`config.mk`:
```
export PLATFORM = sky130hd
export DESIGN_NAME = hlgcu_cell_rule
export DESIGN_NICKNAME = d
export VERILOG_FILES = /design/src/design/hex_lattice_gas_cell_update_macros.svh /design/src/design/hlgcu_pkg.sv /design/src/design/hlgcu_cell_rule.sv
export SDC_FILE = /design/constraint.sdc
export NUM_CORES = 1
export LEC_CHECK = 0
export BUFFER_PORTS_ARGS = -buffer_cell sky130_fd_sc_hd__buf_2
export CAP_MARGIN = 0
export CORE_UTILIZATION = 25
export DETAILED_ROUTE_END_ITERATION = 8
export GPL_TIMING_DRIVEN = 0
export PLACE_DENSITY = 0.47
export SLEW_MARGIN = 40
export SYNTH_ARGS = -nofsm -noshare
export SYNTH_HDL_FRONTEND = slang
export SYNTH_SLANG_ARGS = --single-unit
```
`constraint.sdc`:
```
create_clock -name vclk -period 1.25
set_input_delay 0.0625 -clock vclk [all_inputs]
set_output_delay 0.0625 -clock vclk [all_outputs]
set_load 0.1 [all_outputs]
```
`src/design/hex_lattice_gas_cell_update_macros.svh`:
```
// ----------------------------------------------------------------------------
// Hex lattice gas cell update: assertion macros
// Short forms for the concurrent checks at the end of the top level.
// ----------------------------------------------------------------------------
`ifndef HEX_LATTICE_GAS_CELL_UPDATE_MACROS_SVH
`define HEX_LATTICE_GAS_CELL_UPDATE_MACROS_SVH

// Check a consequence in the same cycle as its trigger.
`define HLGCU_ASSERT_NOW(label, rstn, ante, cons, msg) \
    label: assert property (@(posedge aclk) disable iff (!(rstn)) (ante) |-> (cons)) \
        else $error(msg);

// Check a consequence in the cycle after its trigger.
`define HLGCU_ASSERT_NEXT(label, rstn, ante, cons, msg) \
    label: assert property (@(posedge aclk) disable iff (!(rstn)) (ante) |=> (cons)) \
        else $error(msg);

`endif

```
`src/design/hlgcu_pkg.sv`:
```
// ----------------------------------------------------------------------------
// Hex lattice gas cell update: shared package
// Types, codes and the collision rule of the hexagonal lattice gas.
// ----------------------------------------------------------------------------
`default_nettype none

package hlgcu_pkg;

    localparam int MASK_W        = 6;
    localparam int CELL_W        = 2 * MASK_W;
    localparam int COORD_W       = 8;
    localparam int DIM_W         = 8;
    localparam int COUNT_W       = 4;
    localparam int HOP_W         = 3;
    localparam int MAX_WIDTH_DEF  = 128;
    localparam int MAX_HEIGHT_DEF = 128;

    localparam logic [DIM_W-1:0] DIM_RESET = 8'd128;
    localparam logic [HOP_W-1:0] HOP_LAST  = 3'd5;

    // configuration register indexes
    localparam logic REG_WIDTH  = 1'b0;
    localparam logic REG_HEIGHT = 1'b1;

    // head-on pairs and quads
    localparam logic [MASK_W-1:0] PAIR_A = 6'd9;
    localparam logic [MASK_W-1:0] PAIR_B = 6'd18;
    localparam logic [MASK_W-1:0] PAIR_C = 6'd36;
    localparam logic [MASK_W-1:0] QUAD_A = 6'd27;
    localparam logic [MASK_W-1:0] QUAD_B = 6'd45;
    localparam logic [MASK_W-1:0] QUAD_C = 6'd54;

    typedef enum logic [1:0] {
        KIND_LOAD   = 2'd0,
        KIND_UPDATE = 2'd1,
        KIND_READ   = 2'd2
    } kind_t;

    typedef enum logic [1:0] {
        ST_IDLE,
        ST_FETCH,
        ST_HOP,
        ST_DONE
    } state_t;

    // fixed swap pairs; every other mask maps to itself
    function automatic logic [MASK_W-1:0] swap_mask(input logic [MASK_W-1:0] m);
        logic [MASK_W-1:0] r;
        case (m)
            6'd11:   r = 6'd38;
            6'd38:   r = 6'd11;
            6'd13:   r = 6'd22;
            6'd22:   r = 6'd13;
            6'd19:   r = 6'd37;
            6'd37:   r = 6'd19;
            6'd21:   r = 6'd42;
            6'd42:   r = 6'd21;
            6'd25:   r = 6'd52;
            6'd52:   r = 6'd25;
            6'd26:   r = 6'd44;
            6'd44:   r = 6'd26;
            6'd41:   r = 6'd50;
            6'd50:   r = 6'd41;
            default: r = m;
        endcase
        return r;
    endfunction

    function automatic logic [MASK_W-1:0] collide(input logic [MASK_W-1:0] m,
                                                  input logic left);
        logic [MASK_W-1:0] r;
        case (m) inside
            PAIR_A, PAIR_B, PAIR_C, QUAD_A, QUAD_B, QUAD_C: begin
                r = left ? {m[MASK_W-2:0], m[MASK_W-1]} : {m[0], m[MASK_W-1:1]};
            end
            default: r = swap_mask(m);
        endcase
        return r;
    endfunction

    // incoming slot that outgoing bit k lands in at its neighbor
    function automatic logic [HOP_W-1:0] opposite(input logic [HOP_W-1:0] k);
        logic [HOP_W-1:0] r;
        case (k)
            3'd0:    r = 3'd3;
            3'd1:    r = 3'd4;
            3'd2:    r = 3'd5;
            3'd3:    r = 3'd0;
            3'd4:    r = 3'd1;
            default: r = 3'd2;
        endcase
        return r;
    endfunction

    function automatic logic [COUNT_W-1:0] popcount(input logic [CELL_W-1:0] c);
        logic [COUNT_W-1:0] n;
        n = '0;
        for (int i = 0; i < CELL_W; i++) begin
            n = n + COUNT_W'(c[i]);
        end
        return n;
    endfunction

endpackage

`default_nettype wire

```
`src/design/hlgcu_cell_rule.sv`:
```
// ----------------------------------------------------------------------------
// Hex lattice gas cell update: cell rule
// Collide the incoming mask, then move incoming bits to free outgoing slots.
// ----------------------------------------------------------------------------
`default_nettype none

module hlgcu_cell_rule (
    input  wire logic [hlgcu_pkg::CELL_W-1:0] cell_in,
    input  wire logic                         rotate_left,
    output logic      [hlgcu_pkg::CELL_W-1:0] cell_out
);

    logic [hlgcu_pkg::MASK_W-1:0] in_col;
    logic [hlgcu_pkg::MASK_W-1:0] out_old;

    always_comb begin
        in_col  = hlgcu_pkg::collide(cell_in[hlgcu_pkg::MASK_W-1:0], rotate_left);
        out_old = cell_in[hlgcu_pkg::CELL_W-1:hlgcu_pkg::MASK_W];
        // a bit moves out where the slot is free, stays in where it is taken
        cell_out = {out_old | in_col, in_col & out_old};
    end

endmodule

`default_nettype wire

```
==> results of run 1 <==
[logic make-up (layout without fill, tap and decap cells)]
kind of cell	Yosys count	in the layout
simple gates	31	31
compound gates	47	47
buf+inv	21	61
xor+xnor	3	3
mux	1	1
[layout make-up]
cell class,instances,area (µm²),area share (%)
multi-input cells,82,929.6,57.60
repair buffers,40,439.2,27.21
plain buffers,12,166.4,10.31
inverters,9,41.29,2.558
well taps,30,37.54,2.326
[routing by layer]
| layer | global-route usage (%) | wire [µm] |
|---|---|---|
| met5 | 0 | 0 |
| met4 | 1.754 | 51 |
| met3 | 0.2874 | 102 |
| met2 | 32.91 | 1453 |
| met1 | 24.49 | 1129 |
[path summary, 6_finish.rpt]
check	startpoint	endpoint	slack, ns	cells after the start
worst max-delay path	cell_in[0]	cell_out[11]	-0.27	7
worst min-delay path	cell_in[7]	cell_out[1]	0.52	4
[critical path: cells and delay by family]
kind / cells / cell delay [ns]
AND/OR/NAND/NOR: 1 / 0.19
buffers and inverters: 3 / 0.43
XOR/XNOR: 1 / 0.26
AO/OA/AOI/OAI: 2 / 0.50
[report_power, final]
part,internal (mW),leakage (nW),total [mW],switching (mW)
clock,0,0,0,0
combinational,0.371,0.592,0.933,0.561
sequential,0,0,0,0
total,0.371,0.592,0.933,0.561
[metrics by stage]
| stage | std cells | setup WS (ns) |
|---|---|---|
| final | 173 | -0.2673 |
| after global routing | 173 | -0.3194 |
| after CTS | 163 | -0.2183 |
| after detailed placement | 156 | -0.6081 |
| after global placement | 156 | -0.6363 |
| after floorplan | 103 | -0.6496 |
[cells in the mapped netlist (all sizes together) (2+ instances only)]
master / instances / area (µm²)
a221oi: 2 / 17.52
nand2: 11 / 41.29
nand4: 5 / 31.28
a211oi: 3 / 22.52
nand2b: 2 / 12.51
a21boi: 2 / 15.02
a22oi: 4 / 30.03
xnor2: 2 / 17.52
o21ai: 12 / 60.06
a21oi: 5 / 25.02
a31oi: 7 / 43.79
and4b: 2 / 20.02
o22ai: 3 / 18.77
inv: 9 / 33.78
nand3: 2 / 10.01
buf: 12 / 71.31
nor3: 2 / 10.01
nand4bb: 4 / 45.04
o31ai: 4 / 30.03
[repair_timing]
item / 4_1_cts / 5_1_grt
setup buffers: 6 / 10
gates cloned: 1 / 0
pin swaps: 10 / 12
resized for setup: 85 / 22
setup endpoints to repair: 12 / 12
hold endpoints to repair: 0 / 0
hold buffers: 0 / 0
==> flow_metrics.env, run 1 <==
export IMPL_finalNetCount=158
export IMPL_design_core_area_mm2=0.002455
export IMPL_synth_distinct_cells=33
export IMPL_synthMuxAreaShare_pct=1.741
export IMPL_layout_drive_gt1_share_pct=67.83
export IMPL_cp_arrival_ns=1.45
export IMPL_cellPowerDensity_mw_per_mm2=577.8
export IMPL_ys_warnings_count=0
export IMPL_timing_hold_violations_final=0
export IMPL_fin_ws_ns=-0.2673
export IMPL_min_path_type="input pin to output port"
export IMPL_fp_row_count=18
export IMPL_insertedDiodeCount=0
export IMPL_synth_area_per_cell_um2=6.280
export IMPL_synth_simple_area_share_pct=29.40
export IMPL_p_leak_nw=0.5918
export IMPL_post_layout_instance_area_mm2=0.001614
export IMPL_global_route_overflow_total=0
export IMPL_timing_final_max_slew_violations=0
export IMPL_synth_nets=116
export IMPL_globalRouteTotalUtil_pct=18.17
export IMPL_critical_path_top_cell_by_count="buf_8"
export IMPL_synthesis_instances=103
export IMPL_synth_top_family_by_area="compound AO/OA/AOI/OAI gates"
export IMPL_synth_yosys_seq_area_share_pct=0
export IMPL_routed_wl_per_cell_um=15.82
export IMPL_crit_path_slowest_cell="a221oi_2"
export IMPL_layout_clock_buffers=0
export IMPL_final_min_clock_period_ns=1.517
export IMPL_worstPathMaxFanout=5
export IMPL_first_pass_iters=4
export IMPL_global_route_wire_length_before_repair_um=3912
export IMPL_die_w_um=52.87
export IMPL_netlist_area_um2=646.9
export IMPL_totalPowerFinal_mw=0.9326
export IMPL_failing_checks="negative setup slack"
export IMPL_timing_setup_critical_path_class="input pin to output port"
export IMPL_crit_path_start_kind="input pin"
export IMPL_place_hpwl_um=1655
export IMPL_avgViaCountPerCell=5.723
export IMPL_first_global_vias=844
export IMPL_crit_path_cell_trace="buf_8, buf_8, xnor2_1, a2111oi_4, a221oi_2, nand3b_1, buf_12"
export IMPL_tightestPinTransition_ns=0.4092
export IMPL_detailroute_via_count=990
export IMPL_period_utilisation_layout_pct=121.4
export IMPL_cp_end_kind="output port"
export IMPL_achievable_frequency_mhz=659.1
export IMPL_grt_start_max_net_pins=11
export IMPL_dieArea_mm2=0.002795
export IMPL_post_synthesis_xor_xnor_area_fraction_pct=4.062
export IMPL_final_setup_viol_count=12
export IMPL_synth_compound_area_share_pct=48.55
export IMPL_flow_area_growth_from_synthesis_pct=149.5
export IMPL_status="complete, but fails checks"
export IMPL_numPortBuffers=23
export IMPL_antenna_found_initial=0
export IMPL_ios=25
export IMPL_crit_path_max_incr_delay_ns=0.36
export IMPL_drt_iter0_drc=28
export IMPL_required_ns=1.19
export IMPL_area_occupied_by_registers_um2=0
export IMPL_cap_viol_max_count=0
export IMPL_layout_cells_most_common="buf_4"
export IMPL_synth_adder_area_share_pct=0
export IMPL_ir_worst_vdd_mv=0.3806
export IMPL_route_antenna_remaining_nets=0
export IMPL_post_route_drc_count=0
export IMPL_timing_hold_ws_ns=0.5250
export IMPL_finalWirelength_um=2737
export IMPL_finalCoreUtilization_pct=65.75
export IMPL_dpl_cell_area_mm2=0.001016
export IMPL_timing_slew_headroom_pct=72.72
export IMPL_grt_setup_unrepaired="yes"
export IMPL_gp_congestion=0.8067
export IMPL_timing_setup_tns_ns=-1.923
export IMPL_initial_core_utilization_pct=26.35
export IMPL_layout_common_cells="buf_4 (17), buf_8 (13), nand2_1 (10)"
export IMPL_ff_latch_count=0
export IMPL_fillerInstances=188
export IMPL_height_of_the_die_um=52.87
(Power assumes the default switching activity.)
==> inputs of run 2 (changes only) <==
--- a/config.mk
+++ b/config.mk
@@ -7,6 +7,7 @@
 export LEC_CHECK = 0
 export BUFFER_PORTS_ARGS = -buffer_cell sky130_fd_sc_hd__buf_2
 export CAP_MARGIN = 0
+export CORE_ASPECT_RATIO = 1.4
 export CORE_UTILIZATION = 25
 export DETAILED_ROUTE_END_ITERATION = 8
 export GPL_TIMING_DRIVEN = 0
==> flow_metrics.env, run 2 (synthesis gave the netlist of run 1 again) <==
export IMPL_drt_iter0_drc=22
export IMPL_worstHoldEndpoint="cell_out[5]"
export IMPL_antenna_found_initial=0
export IMPL_finalNetCount=157
export IMPL_finalWirelength_um=2773
export IMPL_status="complete, but fails checks"
export IMPL_timing_slew_headroom_pct=76.94
export IMPL_post_route_drc_count=0
export IMPL_required_ns=1.19
export IMPL_final_setup_viol_count=12
export IMPL_grt_setup_unrepaired="yes"
export IMPL_crit_path_start_kind="input pin"
export IMPL_detailedPlace_worstSlack_ns=-0.6451
export IMPL_totalPowerFinal_mw=0.9411
export IMPL_finalCoreUtilization_pct=67.24
export IMPL_numPortBuffers=23
export IMPL_timing_hold_ws_ns=0.5234
export IMPL_insertedDiodeCount=0
export IMPL_cap_viol_max_count=0
export IMPL_whs_path_depth=3
export IMPL_layout_drive_gt1_share_pct=71.13
export IMPL_placed_cells=160
export IMPL_post_layout_instance_area_mm2=0.001625
export IMPL_global_route_overflow_total=0
export IMPL_timing_setup_critical_path_class="input pin to output port"
export IMPL_cp_arrival_ns=1.39
export IMPL_ios=25
export IMPL_dieArea_mm2=0.002798
export IMPL_design_core_area_mm2=0.002417
export IMPL_final_min_clock_period_ns=1.449
export IMPL_globalRouteTotalUtil_pct=18.83
export IMPL_height_of_the_die_um=62.19
export IMPL_layout_cells_most_common="buf_4"
export IMPL_initial_core_utilization_pct=26.76
export IMPL_place_hpwl_um=1771
export IMPL_flow_area_growth_from_synthesis_pct=151.3
export IMPL_p_leak_nw=0.5857
export IMPL_layoutNonFillerInstCount=176
export IMPL_achievable_frequency_mhz=690.3
export IMPL_timing_hold_violations_final=0
export IMPL_global_route_wire_length_before_repair_um=4243
export IMPL_tightestPinTransition_ns=0.3448
export IMPL_route_antenna_remaining_nets=0
export IMPL_fin_ws_ns=-0.1987
export IMPL_gp_congestion=0.7626
export IMPL_worstPathMaxFanout=5
export IMPL_failing_checks="negative setup slack"
export IMPL_layout_clock_buffers=0
export IMPL_grt_start_max_net_pins=11
export IMPL_routed_wl_per_cell_um=15.76
export IMPL_avgViaCountPerCell=5.568
export IMPL_dpl_cell_area_mm2=0.001021
export IMPL_ff_latch_count=0
export IMPL_first_global_vias=911
export IMPL_layout_common_cells="buf_4 (13), buf_6 (12), nand2_1 (10), buf_2 (10), buf_12 (9)"
export IMPL_period_utilisation_layout_pct=115.9
export IMPL_detailroute_via_count=980
export IMPL_timing_setup_tns_ns=-1.778
export IMPL_min_path_type="input pin to output port"
export IMPL_timing_final_max_slew_violations=0
export IMPL_cp_end_kind="output port"
export IMPL_ir_worst_vdd_mv=0.2676
export IMPL_hold_start="cell_in[11]"
export IMPL_hold_buf_count_cts=0
export IMPL_fp_row_count=21
export IMPL_first_pass_iters=4
export IMPL_cellPowerDensity_mw_per_mm2=579.0
export IMPL_area_occupied_by_registers_um2=0
export IMPL_die_w_um=44.99
[run 2: cell types whose count changed in the layout (fill, tap and decap cells not counted), moves of 2 or more]
cell | before | now
buf_8 | 13 | 7
xnor2_4 | 0 | 2
buf_4 | 17 | 13
o21ai_1 | 6 | 4
buf_2 | 7 | 10
buf_6 | 6 | 12
o31ai_4 | 1 | 3
[run 2: critical path, cell delays in order]
cell	delay (ns)
buf_8	0.10
buf_6	0.13
and4b_1	0.19
a31o_4	0.23
o41ai_4	0.30
nand4_1	0.16
buf_6	0.22
[run 2: worst max path at each step]
stage	cells after the start	to	slack, ns	start
after floorplan	5	cell_out[9]	-0.65	cell_in[4]
after global placement	8	cell_out[3]	-0.62	cell_in[2]
after detailed placement	8	cell_out[3]	-0.65	cell_in[2]
after CTS	8	cell_out[5]	-0.19	cell_in[1]
after global routing	7	cell_out[3]	-0.24	cell_in[1]
final	7	cell_out[9]	-0.20	cell_in[1]
[run 2: area by class of cell]
cell class / instances / area [µm²]
plain buffers: 12 / 146.4
well taps: 34 / 42.54
inverters: 9 / 41.29
fillers: 202 / 792.0
multi-input cells: 82 / 973.4
repair buffers: 39 / 421.7
[run 2: report_power, final]
group	leakage, nW	internal [mW]	switching (mW)	total [mW]
Sequential	0	0	0	0
Clock	0	0	0	0
Combinational	0.586	0.374	0.567	0.941
Total	0.586	0.374	0.567	0.941
[run 2: layer usage]
metal / global-route usage, % / routed length [µm] / vias to the layer above
met5: 0 / 0 / -
met4: 3.030 / 29 / 0
met3: 2.326 / 33 / 4
met2: 34.06 / 1520 / 19
met1: 22.85 / 1189 / 476
li1: - / - / 481
[run 2: what timing repair did]
item                                   4_1_cts  5_1_grt
endpoints found under the hold margin        0        0
setup endpoints to repair                   12       12
cloned                                       3        0
pin swaps                                   10       24
resized for setup                           68       40
buffers inserted                             7        6
==> inputs of run 3 (changes only) <==
==> constraint.sdc (replaced) <==
create_clock -name vclk -period 1.25
set_input_delay 0.0625 -clock vclk [all_inputs]
set_output_delay 0.0625 -clock vclk [all_outputs]
set_load 0.02 [all_outputs]
==> flow_metrics.env, run 3 (synthesis gave the netlist of run 1 again) <==
export IMPL_layout_cells_most_common="buf_4"
export IMPL_ir_worst_vdd_mv=0.1743
export IMPL_period_utilisation_layout_pct=107.7
export IMPL_post_route_drc_count=0
export IMPL_critical_path_top_cell_by_count="buf_6"
export IMPL_totalPowerFinal_mw=0.4675
export IMPL_fillerInstances=238
export IMPL_timing_setup_critical_path_class="input pin to output port"
export IMPL_detailroute_via_count=931
export IMPL_routed_wl_per_cell_um=14.57
export IMPL_finalWirelength_um=2419
export IMPL_timing_slew_headroom_pct=78.82
export IMPL_cp_arrival_ns=1.28
export IMPL_ios=25
export IMPL_cap_viol_max_count=0
export IMPL_gp_congestion=0.7988
export IMPL_multi_input_combinational_cell_area_um2=732.0
export IMPL_insertedDiodeCount=0
export IMPL_global_route_overflow_total=0
export IMPL_finalNetCount=147
export IMPL_flow_area_growth_from_synthesis_pct=75.24
export IMPL_timing_hold_violations_final=0
export IMPL_avgViaCountPerCell=5.608
export IMPL_status="complete, but fails checks"
export IMPL_first_global_vias=878
export IMPL_place_hpwl_um=1496
export IMPL_min_path_type="input pin to output port"
export IMPL_placed_cells=160
export IMPL_required_ns=1.19
export IMPL_height_of_the_die_um=62.19
export IMPL_layout_clock_buffers=0
export IMPL_antenna_found_initial=0
export IMPL_crit_path_start_kind="input pin"
export IMPL_failing_checks="negative setup slack"
export IMPL_p_leak_nw=0.4311
export IMPL_crit_path_slowest_cell="o22ai_4"
export IMPL_cp_end_kind="output port"
export IMPL_numPortBuffers=23
export IMPL_final_min_clock_period_ns=1.346
export IMPL_achievable_frequency_mhz=742.9
export IMPL_first_pass_iters=4
export IMPL_layout_common_cells="buf_4 (17), buf_6 (11), buf_2 (11)"
export IMPL_timing_final_max_slew_violations=0
export IMPL_crit_path_cell_trace="buf_6, buf_6, nand4bb_1, o22ai_4, o21ai_2, a31oi_1, buf_4"
export IMPL_route_antenna_remaining_nets=0
export IMPL_timing_hold_ws_ns=0.4258
export IMPL_design_core_area_mm2=0.002417
export IMPL_layout_drive_gt1_share_pct=56.82
export IMPL_dieArea_mm2=0.002798
export IMPL_grt_setup_unrepaired="yes"
export IMPL_worstPathMaxFanout=5
export IMPL_layoutNonFillerInstCount=166
export IMPL_cellPowerDensity_mw_per_mm2=412.4
export IMPL_fp_row_count=21
export IMPL_initial_core_utilization_pct=26.76
export IMPL_crit_path_max_incr_delay_ns=0.27
export IMPL_global_route_wire_length_before_repair_um=3829
export IMPL_final_setup_viol_count=10
export IMPL_drt_iter0_drc=16
export IMPL_ff_latch_count=0
export IMPL_globalRouteTotalUtil_pct=16.73
export IMPL_grt_start_max_net_pins=11
export IMPL_fin_ws_ns=-0.09605
export IMPL_die_w_um=44.99
export IMPL_hold_buf_count_cts=0
export IMPL_tightestPinTransition_ns=0.3171
export IMPL_area_occupied_by_registers_um2=0
export IMPL_timing_setup_tns_ns=-0.4547
==> run 3: stage by stage <==
stage          instance area (µm²)  setup WS (ns)  util (%)
2_1_floorplan                669.4       -0.03388         -
3_3_place_gp                 827.0        -0.2515     34.21
3_5_place_dp                 827.0        -0.2739     34.21
4_1_cts                       1018       -0.07317     42.13
5_1_grt                       1134        -0.1934     46.89
6_report                      1134       -0.09605     46.89
==> run 3: final timing paths <==
| check | depth (start not counted) | start | endpoint | slack [ns] |
|---|---|---|---|---|
| setup / recovery | 7 | cell_in[1] | cell_out[3] | -0.1 |
| hold / removal | 4 | cell_in[9] | cell_out[9] | 0.43 |
==> run 3: what timing repair did <==
item                                    4_1_cts  5_1_grt
gates cloned                                  2        0
gates resized for setup                      41       27
endpoints found under the setup margin       12       12
buffers inserted                              3        1
pin swaps                                    15        7
==> run 3: final cells by class <==
cell class                      count  area share, %
Inverter                            9          3.311
Multi-Input combinational cell     82          64.57
Buffer                             12          10.60
Timing Repair Buffer               29          17.77
Tap cell                           34          3.753
==> run 3: power breakdown <==
part	internal (mW)	leakage (nW)	switching (mW)
Combinational	0.209	0.431	0.259
Sequential	0	0	0
Clock	0	0	0
Total	0.209	0.431	0.259
==> run 3: metal layers <==
layer,routed length (µm),part of all wire (%),vias up,global-route usage (%)
li1,-,-,458,-
met1,978,40,439,20.35
met2,1337,55,30,30.07
met3,60,2.5,4,0.5814
met4,42,1.7,0,4.924
met5,0,0,-,0
==> run 3: critical path, delay by kind of cell <==
kind	cells	cell delay, ns
compound gates	3	0.61
buf+inv	3	0.38
simple gates	1	0.23
